`src/rtl/core/smar_pkg.sv`:
```
`timescale 1ns / 1ps
// ----------------------------------------------------------------------------
// smar_pkg
// Types and constants shared by the sensor moving average reporter.
// ----------------------------------------------------------------------------
package smar_pkg;

  localparam int unsigned DATA_W     = 32;
  localparam int unsigned ADDR_W     = 3;
  localparam int unsigned INTERVAL_W = 16;

  localparam logic [INTERVAL_W-1:0] INTERVAL_RESET = 16'd500;

  localparam logic REG_PUBLISH_INTERVAL = 1'b0;

  localparam int unsigned RAW_W       = 10;
  localparam int unsigned TEMP_W      = 13;
  localparam int unsigned BATT_W      = 17;
  localparam int unsigned TEMP_PROD_W = 22;
  localparam int unsigned TEMP_V_W    = 23;
  localparam int unsigned BATT_PROD_W = 27;
  localparam int unsigned FRAC_W      = 10;

  localparam logic [TEMP_PROD_W-1:0] TEMP_GAIN   = 22'd3250;
  localparam logic [TEMP_V_W-1:0]    TEMP_OFFSET = 23'd568320;
  localparam logic [TEMP_V_W-1:0]    TEMP_ROUND  = 23'd1023;
  localparam logic [BATT_PROD_W-1:0] BATT_GAIN   = 27'd82422;

  typedef struct packed {
    logic [RAW_W-1:0] temp_raw;
    logic [RAW_W-1:0] battery_raw;
    logic [31:0]      now_ms;
  } smar_in_t;

  typedef struct packed {
    logic signed [TEMP_W-1:0] avg_temp_tenths_c;
    logic [BATT_W-1:0]        avg_battery_mv;
  } smar_out_t;

  typedef struct packed {
    logic signed [TEMP_W-1:0] temp;
    logic [BATT_W-1:0]        battery;
  } smar_entry_t;

  typedef struct packed {
    smar_entry_t cur;
    smar_entry_t old;
    logic [31:0] now_ms;
  } smar_sample_t;

endpackage

```
`src/rtl/core/smar_cfg_regs.sv`:
```
`timescale 1ns / 1ps
// ----------------------------------------------------------------------------
// smar_cfg_regs
// APB register file holding the report interval.
// ----------------------------------------------------------------------------
module smar_cfg_regs (
  input  logic                              clk,
  input  logic                              rst,
  input  logic                              psel,
  input  logic                              penable,
  input  logic                              pwrite,
  input  logic [smar_pkg::ADDR_W-1:0]       paddr,
  input  logic [smar_pkg::DATA_W-1:0]       pwdata,
  output logic [smar_pkg::DATA_W-1:0]       prdata,
  output logic                              pready,
  output logic [smar_pkg::INTERVAL_W-1:0]   interval
);

  logic hit;

  assign hit    = (paddr[2] == smar_pkg::REG_PUBLISH_INTERVAL);
  assign pready = 1'b1;

  always_ff @(posedge clk) begin
    if (rst) begin
      interval <= smar_pkg::INTERVAL_RESET;
    end else if (psel && penable && pwrite && hit) begin
      interval <= pwdata[smar_pkg::INTERVAL_W-1:0];
    end
  end

  assign prdata = hit ? {{(smar_pkg::DATA_W - smar_pkg::INTERVAL_W){1'b0}}, interval}
                      : '0;

endmodule

```
`src/rtl/core/smar_ring_mem.sv`:
```
`timescale 1ns / 1ps
// ----------------------------------------------------------------------------
// smar_ring_mem
// Sample ring: synchronous memory with per-entry valid bits cleared at reset.
// ----------------------------------------------------------------------------
module smar_ring_mem #(
  parameter int unsigned DEPTH = 16,
  parameter int unsigned POS_W = 4
) (
  input  logic                  clk,
  input  logic                  rst,
  input  logic                  rd_en,
  input  logic [POS_W-1:0]      rd_addr,
  input  logic                  wr_en,
  input  logic [POS_W-1:0]      wr_addr,
  input  smar_pkg::smar_entry_t wr_data,
  output smar_pkg::smar_entry_t rd_data
);

  smar_pkg::smar_entry_t mem [DEPTH];
  smar_pkg::smar_entry_t mem_q;
  logic [DEPTH-1:0]      valid;
  logic                  rd_valid;

  always_ff @(posedge clk) begin
    if (wr_en) begin
      mem[wr_addr] <= wr_data;
    end
    if (rd_en) begin
      mem_q <= mem[rd_addr];
    end
  end

  always_ff @(posedge clk) begin
    if (rst) begin
      valid    <= '0;
      rd_valid <= 1'b0;
    end else begin
      if (wr_en) begin
        valid[wr_addr] <= 1'b1;
      end
      if (rd_en) begin
        rd_valid <= valid[rd_addr];
      end
    end
  end

  assign rd_data = rd_valid ? mem_q : '0;

endmodule

```
`src/rtl/core/smar_accum.sv`:
```
`timescale 1ns / 1ps
// ----------------------------------------------------------------------------
// smar_accum
// Running sums and report timer; decides whether a sample triggers a report.
// ----------------------------------------------------------------------------
module smar_accum #(
  parameter int unsigned POS_W = 4
) (
  input  logic                                  clk,
  input  logic                                  rst,
  input  logic                                  fire,
  input  smar_pkg::smar_sample_t                sample,
  input  logic [smar_pkg::INTERVAL_W-1:0]       interval,
  output logic                                  report,
  output logic signed [smar_pkg::TEMP_W+POS_W-1:0] temp_sum_next,
  output logic [smar_pkg::BATT_W+POS_W-1:0]     battery_sum_next
);

  localparam int unsigned TSUM_W = smar_pkg::TEMP_W + POS_W;
  localparam int unsigned BSUM_W = smar_pkg::BATT_W + POS_W;

  logic signed [TSUM_W-1:0] temp_sum;
  logic [BSUM_W-1:0]        battery_sum;
  logic [31:0]              last_report_ms;
  logic                     timer_started;
  logic [31:0]              base_ms;
  logic [31:0]              elapsed;

  assign temp_sum_next = temp_sum
                       - {{POS_W{sample.old.temp[smar_pkg::TEMP_W-1]}}, sample.old.temp}
                       + {{POS_W{sample.cur.temp[smar_pkg::TEMP_W-1]}}, sample.cur.temp};
  assign battery_sum_next = battery_sum
                          - {{POS_W{1'b0}}, sample.old.battery}
                          + {{POS_W{1'b0}}, sample.cur.battery};

  assign base_ms = timer_started ? last_report_ms : sample.now_ms;
  assign elapsed = sample.now_ms - base_ms;
  assign report  = elapsed > {{(32 - smar_pkg::INTERVAL_W){1'b0}}, interval};

  always_ff @(posedge clk) begin
    if (rst) begin
      temp_sum       <= '0;
      battery_sum    <= '0;
      last_report_ms <= '0;
      timer_started  <= 1'b0;
    end else if (fire) begin
      temp_sum      <= temp_sum_next;
      battery_sum   <= battery_sum_next;
      timer_started <= 1'b1;
      if (report || !timer_started) begin
        last_report_ms <= sample.now_ms;
      end
    end
  end

endmodule

```
`src/rtl/core/sensor_moving_average_reporter_unit.sv`:
```
`timescale 1ns / 1ps
// ----------------------------------------------------------------------------
// sensor_moving_average_reporter_unit
// Moving averages of temperature and battery samples, reported on a timer.
// ----------------------------------------------------------------------------
// Samples enter on the sample channel (valid/ready); each carries a
// temperature and a battery converter code plus a millisecond timestamp.
// Converted values replace the oldest entry of a ring of AVG_DEPTH entries
// kept in one synchronous memory, and running sums follow each write.
// When more than publish_interval_ms has passed since the last report,
// the ring means leave on the report channel (valid/ready).
// Throughput: one sample per cycle while reports are not held up; the ring
// is read as a sample enters stage 1 and written back as it leaves, and
// consecutive samples hit distinct entries. A report goes through stage 1
// (products, ring read), stage 2 (sums), stage 3, output register (mean).
// Reset clears the valid bits of every ring entry, the sums and the timer
// at once; the interval register returns to 500 ms.
// A stalled receiver holds the report register; samples that cause no
// report keep flowing until two reports wait and a third reaches the sums.
// ----------------------------------------------------------------------------
module sensor_moving_average_reporter_unit #(
  parameter int unsigned AVG_DEPTH = 16
) (
  input  logic                          clk,
  input  logic                          rst,
  input  logic                          sample_valid,
  output logic                          sample_ready,
  input  smar_pkg::smar_in_t            sample,
  output logic                          report_valid,
  input  logic                          report_ready,
  output smar_pkg::smar_out_t           report,
  input  logic                          psel,
  input  logic                          penable,
  input  logic                          pwrite,
  input  logic [smar_pkg::ADDR_W-1:0]   paddr,
  input  logic [smar_pkg::DATA_W-1:0]   pwdata,
  output logic [smar_pkg::DATA_W-1:0]   prdata,
  output logic                          pready
);

  localparam int unsigned POS_W  = $clog2(AVG_DEPTH);
  localparam int unsigned TSUM_W = smar_pkg::TEMP_W + POS_W;
  localparam int unsigned BSUM_W = smar_pkg::BATT_W + POS_W;
  localparam logic [TSUM_W-1:0] AVG_BIAS = TSUM_W'(AVG_DEPTH - 1);

  logic [smar_pkg::INTERVAL_W-1:0] interval;

  logic [POS_W-1:0] ring_pos;

  logic                                 p1_valid;
  logic [POS_W-1:0]                     p1_pos;
  logic [smar_pkg::TEMP_PROD_W-1:0]     p1_temp_prod;
  logic [smar_pkg::BATT_PROD_W-1:0]     p1_batt_prod;
  logic [31:0]                          p1_now_ms;

  logic                   p2_valid;
  smar_pkg::smar_sample_t p2;

  logic                     p3_valid;
  logic signed [TSUM_W-1:0] p3_temp_sum;
  logic [BSUM_W-1:0]        p3_batt_sum;

  logic out_free;
  logic ready3;
  logic ready2;
  logic fire2;
  logic accept;
  logic move1;
  logic rep2;

  smar_pkg::smar_entry_t cur_entry;
  smar_pkg::smar_entry_t old_entry;

  logic signed [smar_pkg::TEMP_V_W-1:0] temp_v;
  logic signed [smar_pkg::TEMP_V_W-1:0] temp_adj;

  logic signed [TSUM_W-1:0] temp_sum_next;
  logic [BSUM_W-1:0]        battery_sum_next;
  logic [TSUM_W-1:0]        temp_avg_adj;

  assign out_free     = !report_valid || report_ready;
  assign ready3       = !p3_valid || out_free;
  assign ready2       = !p2_valid || !rep2 || ready3;
  assign fire2        = p2_valid && ready2;
  assign sample_ready = !p1_valid || ready2;
  assign accept       = sample_valid && sample_ready;
  assign move1        = p1_valid && ready2;

  smar_cfg_regs u_regs (
    .clk      (clk),
    .rst      (rst),
    .psel     (psel),
    .penable  (penable),
    .pwrite   (pwrite),
    .paddr    (paddr),
    .pwdata   (pwdata),
    .prdata   (prdata),
    .pready   (pready),
    .interval (interval)
  );

  // Stage 1: scale the samples and read the ring entry to be replaced.
  always_ff @(posedge clk) begin
    if (rst) begin
      ring_pos <= '0;
      p1_valid <= 1'b0;
    end else begin
      if (accept) begin
        ring_pos <= ring_pos + POS_W'(1);
      end
      if (sample_ready) begin
        p1_valid <= sample_valid;
      end
    end
  end

  always_ff @(posedge clk) begin
    if (accept) begin
      p1_pos       <= ring_pos;
      p1_temp_prod <= smar_pkg::TEMP_PROD_W'(sample.temp_raw) * smar_pkg::TEMP_GAIN;
      p1_batt_prod <= smar_pkg::BATT_PROD_W'(sample.battery_raw) * smar_pkg::BATT_GAIN;
      p1_now_ms    <= sample.now_ms;
    end
  end

  smar_ring_mem #(
    .DEPTH (AVG_DEPTH),
    .POS_W (POS_W)
  ) u_ring (
    .clk     (clk),
    .rst     (rst),
    .rd_en   (accept),
    .rd_addr (ring_pos),
    .wr_en   (move1),
    .wr_addr (p1_pos),
    .wr_data (cur_entry),
    .rd_data (old_entry)
  );

  // Truncate toward zero on the temperature scale-down.
  always_comb begin
    temp_v   = $signed({1'b0, p1_temp_prod}) - $signed(smar_pkg::TEMP_OFFSET);
    temp_adj = temp_v + (temp_v[smar_pkg::TEMP_V_W-1] ? $signed(smar_pkg::TEMP_ROUND)
                                                      : $signed(smar_pkg::TEMP_V_W'(0)));
    cur_entry.temp    = $signed(temp_adj[smar_pkg::TEMP_V_W-1:smar_pkg::FRAC_W]);
    cur_entry.battery = p1_batt_prod[smar_pkg::BATT_PROD_W-1:smar_pkg::FRAC_W];
  end

  // Stage 2: write back the ring entry and update the sums.
  always_ff @(posedge clk) begin
    if (rst) begin
      p2_valid <= 1'b0;
    end else if (ready2) begin
      p2_valid <= p1_valid;
    end
  end

  always_ff @(posedge clk) begin
    if (ready2) begin
      p2.cur    <= cur_entry;
      p2.old    <= old_entry;
      p2.now_ms <= p1_now_ms;
    end
  end

  smar_accum #(
    .POS_W (POS_W)
  ) u_accum (
    .clk              (clk),
    .rst              (rst),
    .fire             (fire2),
    .sample           (p2),
    .interval         (interval),
    .report           (rep2),
    .temp_sum_next    (temp_sum_next),
    .battery_sum_next (battery_sum_next)
  );

  // Stage 3: hold the sums of a reporting sample.
  always_ff @(posedge clk) begin
    if (rst) begin
      p3_valid <= 1'b0;
    end else if (ready3) begin
      p3_valid <= fire2 && rep2;
    end
  end

  always_ff @(posedge clk) begin
    if (ready3) begin
      p3_temp_sum <= temp_sum_next;
      p3_batt_sum <= battery_sum_next;
    end
  end

  // Output register: means truncated toward zero.
  assign temp_avg_adj = p3_temp_sum + (p3_temp_sum[TSUM_W-1] ? AVG_BIAS : TSUM_W'(0));

  always_ff @(posedge clk) begin
    if (rst) begin
      report_valid <= 1'b0;
    end else if (out_free) begin
      report_valid <= p3_valid;
    end
  end

  always_ff @(posedge clk) begin
    if (out_free) begin
      report.avg_temp_tenths_c <= $signed(temp_avg_adj[TSUM_W-1:POS_W]);
      report.avg_battery_mv    <= p3_batt_sum[BSUM_W-1:POS_W];
    end
  end

endmodule

```
`config.mk`:
```
export PLATFORM = sky130hd
export DESIGN_NAME = sensor_moving_average_reporter_unit
export DESIGN_NICKNAME = d
export VERILOG_FILES = /design/src/rtl/core/smar_pkg.sv /design/src/rtl/core/smar_cfg_regs.sv /design/src/rtl/core/smar_ring_mem.sv /design/src/rtl/core/smar_accum.sv /design/src/rtl/core/sensor_moving_average_reporter_unit.sv
export SDC_FILE = /design/constraint.sdc
export NUM_CORES = 1
export LEC_CHECK = 0
export CAP_MARGIN = 10
export CORE_MARGIN = 2
export CORE_UTILIZATION = 60
export CTS_CLUSTER_DIAMETER = 80
export DETAILED_ROUTE_END_ITERATION = 12
export DONT_BUFFER_PORTS = 1
export HOLD_SLACK_MARGIN = 0.05
export PLACE_DENSITY = 0.78
export SLEW_MARGIN = 10
export SYNTH_ARGS = -nofsm -noshare
export SYNTH_HDL_FRONTEND = slang
export SYNTH_SLANG_ARGS = --single-unit
export TNS_END_PERCENT = 10
```
`constraint.sdc`:
```
create_clock -name clk -period 20.8 [get_ports clk]
set_clock_uncertainty 0.05 [all_clocks]
set_input_delay 2.08 -clock clk [delete_from_list [all_inputs] [get_ports clk]]
set_output_delay 2.08 -clock clk [all_outputs]
set_load 0.01 [all_outputs]
```
==> flow_summary.yaml <==
clock_network:
  post_cts_buffers: 0
  cts_resized: 0
  htreeDepth: 3
  ctsHoldBuffers: 0
  clock-sinks: 852
  clock_latency_ps: 650
  clockRootBuffer: "clkbuf_16"
  cts_tree: "yes"
  cts_max_path_buffers: 3
  numCtsBuffers: 86
  clkSlewWorstSetupHoldPaths_ps: 60
status:
  outcome: "finished, final reports clean"
yosys:
  avgSynthCellArea_um2: 14.35
  seq_area_frac_synth_pct: 59.12
  async_reset_ff_share_pct: 0
  ys_seq_elements: 852
  syn_inst: 2884
  netlist-cell-type-count: 89
  netlist_area_um2: 41380
  yosys_most_used_dff: "edfxtp_1"
  ys_warn_count: 0
  synth_edf_count: 740
global_routing:
  grt_antenna_before_repair: 3
  grt_max_degree: 76
  overflow: 0
  first_global_vias: 24690
  grt_use_total_pct: 26.52
  grt_pass1_wl_um: 142400
floorplanning:
  ios: 159
  fp.coreArea_um2: 68470
  die_area_um2: 71090
  initial_core_util_pct: 60.44
  die_y_um: 266.6
  die_x_um: 266.6
  placementRows: 96
setup_path:
  regToRegEndpoint: "u_ring.mem[0][10]$_DFFE_PP_"
  cp_max_fo: 38
  crit_path_end_kind: "flip-flop"
  reg2reg_depth: 22
  critPathLaunchType: "flip-flop"
  rr_startpoint: "u_accum.timer_started$_SDFFE_PP0P_"
  rrSetupSlack_ps: 12390
  path_class: "reg2reg"
  worst-endpoint-required_ps: 21040
  arrival_ps: 8650
detailed_routing:
  first_iter_violations: 1984
  routed_wire_length_per_instance_um: 24.06
  vias: 23760
  drtPass1Iterations: 6
  top_layer_used: "met5"
  met1_length_um: 34850
  drcViolationCount: 0
  postRouteWirelength_um: 92480
  ant_nets: 0
  route.met3.wl_um: 6736
  dr_wl_met2_um: 47970
  post_drt_via_cell_ratio: 6.181
sta:
  maxSlewViolCount: 0
  final_hold_viol_count: 0
  worstMarginPinSlew_ps: 1221
  finalSetupViolations: 0
  tns_ps: 0
  max_freq_ghz: 0.1189
  finalWorstSetupSlack_ps: 12390
  post-route-min-period_ps: 8409
  rsz0062_at_grt: "false"
  period_share_pct: 40.43
  slew_headroom_pct: 18.35
hold_path:
  hold_path_end: "p2[22]$_DFFE_PN_"
  hold_class: "reg2reg"
  min_path_cells: 0
  hp-start: "p1_now_ms[22]$_DFFE_PP_"
flow_run:
  maxCapViolations: 0
pwr:
  p_leak_nw: 16.65
  peakVddDrop_mv: 0.07220
  powerDensity_nw_per_um2: 129.4
layout:
  area_growth_pct: 8.968
  nets: 3326
  layout-drive-gt1-share_pct: 13.00
  num-fill-cells: 4565
  final_common_cell: "edfxtp_1"
  final_cell_mix: "edfxtp_1 (740), inv_1 (322), ha_1 (245)"
placement:
  port_buffers: 0
  dp_slack_ps: 12480
  place_congestion: 0.8816
  dp_hpwl_um: 55920
==> power by group <==
part	switching, W	internal, W
clock	0.000659	0.000854
sequential	0.000184	0.00235
combinational	0.00107	0.000719
==> cell families after synthesis <==
logic type / after synthesis / synth area share, %
DFF: 852 / 59.12
other: 2 / 0.01815
AOI/OAI and AO/OA: 379 / 5.860
buffers and inverters: 451 / 4.445
and+or+nand+nor: 530 / 6.217
muxes: 224 / 10.12
adders and majority gates: 339 / 11.96
xor gates and xnor gates: 107 / 2.265
==> layout make-up <==
class / instances / area [µm²] / share of cell area (%)
multi-input combinational: 1596 / 15290 / 33.90
tap: 882 / 1104 / 2.447
timing repair buffer: 33 / 247.7 / 0.5494
antenna: 1 / 2.502 / 0.005550
sequential: 852 / 24470 / 54.28
inverter: 324 / 1216 / 2.697
clock inverter: 49 / 469.2 / 1.041
clock buffer: 107 / 2291 / 5.081
==> how the worst max path moves through the flow <==
stage                                       startpoint                     endpoint  slack, ps  cells past startpoint
finish              u_accum.timer_started$_SDFFE_PP0P_  u_ring.mem[0][10]$_DFFE_PP_      12390                     22
global route        u_accum.timer_started$_SDFFE_PP0P_  u_ring.mem[0][16]$_DFFE_PP_      11840                     22
CTS                 u_accum.timer_started$_SDFFE_PP0P_  u_ring.mem[0][10]$_DFFE_PP_      12350                     22
detailed placement  u_accum.timer_started$_SDFFE_PP0P_  u_ring.mem[0][11]$_DFFE_PP_      12480                     22
global placement    u_accum.timer_started$_SDFFE_PP0P_  u_ring.mem[1][11]$_DFFE_PP_      12650                     22
floorplan           u_accum.timer_started$_SDFFE_PP0P_     ring_pos[0]$_SDFFE_PP0P_      12990                     23
==> cell usage after synthesis (all sizes together), types with 3 or more instances <==
library cell / number / area share [%]
mux2: 3 / 0.091
o211ai: 21 / 0.39
clkbuf: 70 / 0.65
nor2b: 13 / 0.20
buf: 57 / 0.86
a211oi: 15 / 0.28
nor4: 5 / 0.11
ha: 245 / 7.4
mux2i: 66 / 1.6
a21oi: 131 / 1.6
nor2: 99 / 0.90
o21ai: 93 / 1.1
dfxtp: 112 / 5.4
or3: 11 / 0.18
nor3: 68 / 0.86
o41ai: 3 / 0.064
a31o: 6 / 0.13
a2111oi: 5 / 0.15
o31ai: 6 / 0.11
mux4: 155 / 8.4
edfxtp: 740 / 54
a21boi: 6 / 0.11
or2: 7 / 0.11
nand3b: 4 / 0.073
and3: 12 / 0.20
nand2: 171 / 1.6
o21a: 18 / 0.33
fa: 94 / 4.5
a31oi: 10 / 0.15
o21bai: 6 / 0.11
a32o: 15 / 0.36
o221ai: 7 / 0.15
xor2: 26 / 0.55
a21o: 17 / 0.31
and2: 36 / 0.56
o2111ai: 3 / 0.064
nand4: 14 / 0.21
nand3: 60 / 0.73
inv: 324 / 2.9
nand2b: 21 / 0.34
xnor2: 81 / 1.7
==> routing by layer <==
layer | track usage, % | vias up
met5 | 0 | -
met4 | 9.718 | 4
met3 | 4.438 | 204
met2 | 47.04 | 1043
met1 | 32.78 | 11920
li1 | - | 10590
==> through the flow <==
step	cells	hold WS (ps)	total power (W)	area, µm²	utilization (%)
2_1_floorplan	2899	350.3	0.003830	41440	-
3_3_place_gp	3687	354.9	0.004220	42270	61.74
3_5_place_dp	3687	354.5	0.004313	42270	61.74
4_1_cts	3843	366.2	0.005845	45030	65.77
5_1_grt	3843	373.0	0.006164	45090	65.86
6_report	3844	365.5	0.005834	45090	65.86
==> registers in the layout, summed over array words and instances, names as in the netlist <==
register	count
u_accum.temp_sum	17
u_ring.mem_q	30
u_accum.timer_started	1
p1_batt_prod	17
report_valid	1
p3_temp_sum	17
u_ring.mem	480
u_accum.last_report_ms	32
p1_temp_prod	21
u_accum.battery_sum	21
report	30
u_ring.valid	16
ring_pos	4
u_ring.rd_valid	1
p2	92
p3_batt_sum	17
u_regs.interval	16
p2_valid	1
p3_valid	1
p1_now_ms	32
p1_pos	4
p1_valid	1
==> worst max-delay path, cell delays in order (launching register included) <==
cell and delay [ps]:
dfxtp_2 510, buf_4 470, mux2i_1 250, ha_1 320, a21oi_1 370, nand2_1 100
a21oi_1 160, a31oi_1 130, a21boi_0 490, xnor2_1 220, ha_1 290, nand4_1 100
nor2_1 60, nand3_1 100, a21oi_1 50, a2111oi_0 460, o211ai_1 210, nor4_1 380
and4b_4 380, a21o_2 770, o21ai_2 500, nor3_2 1090, buf_4 540
Note: power is estimated with default switching activity, not from simulation.
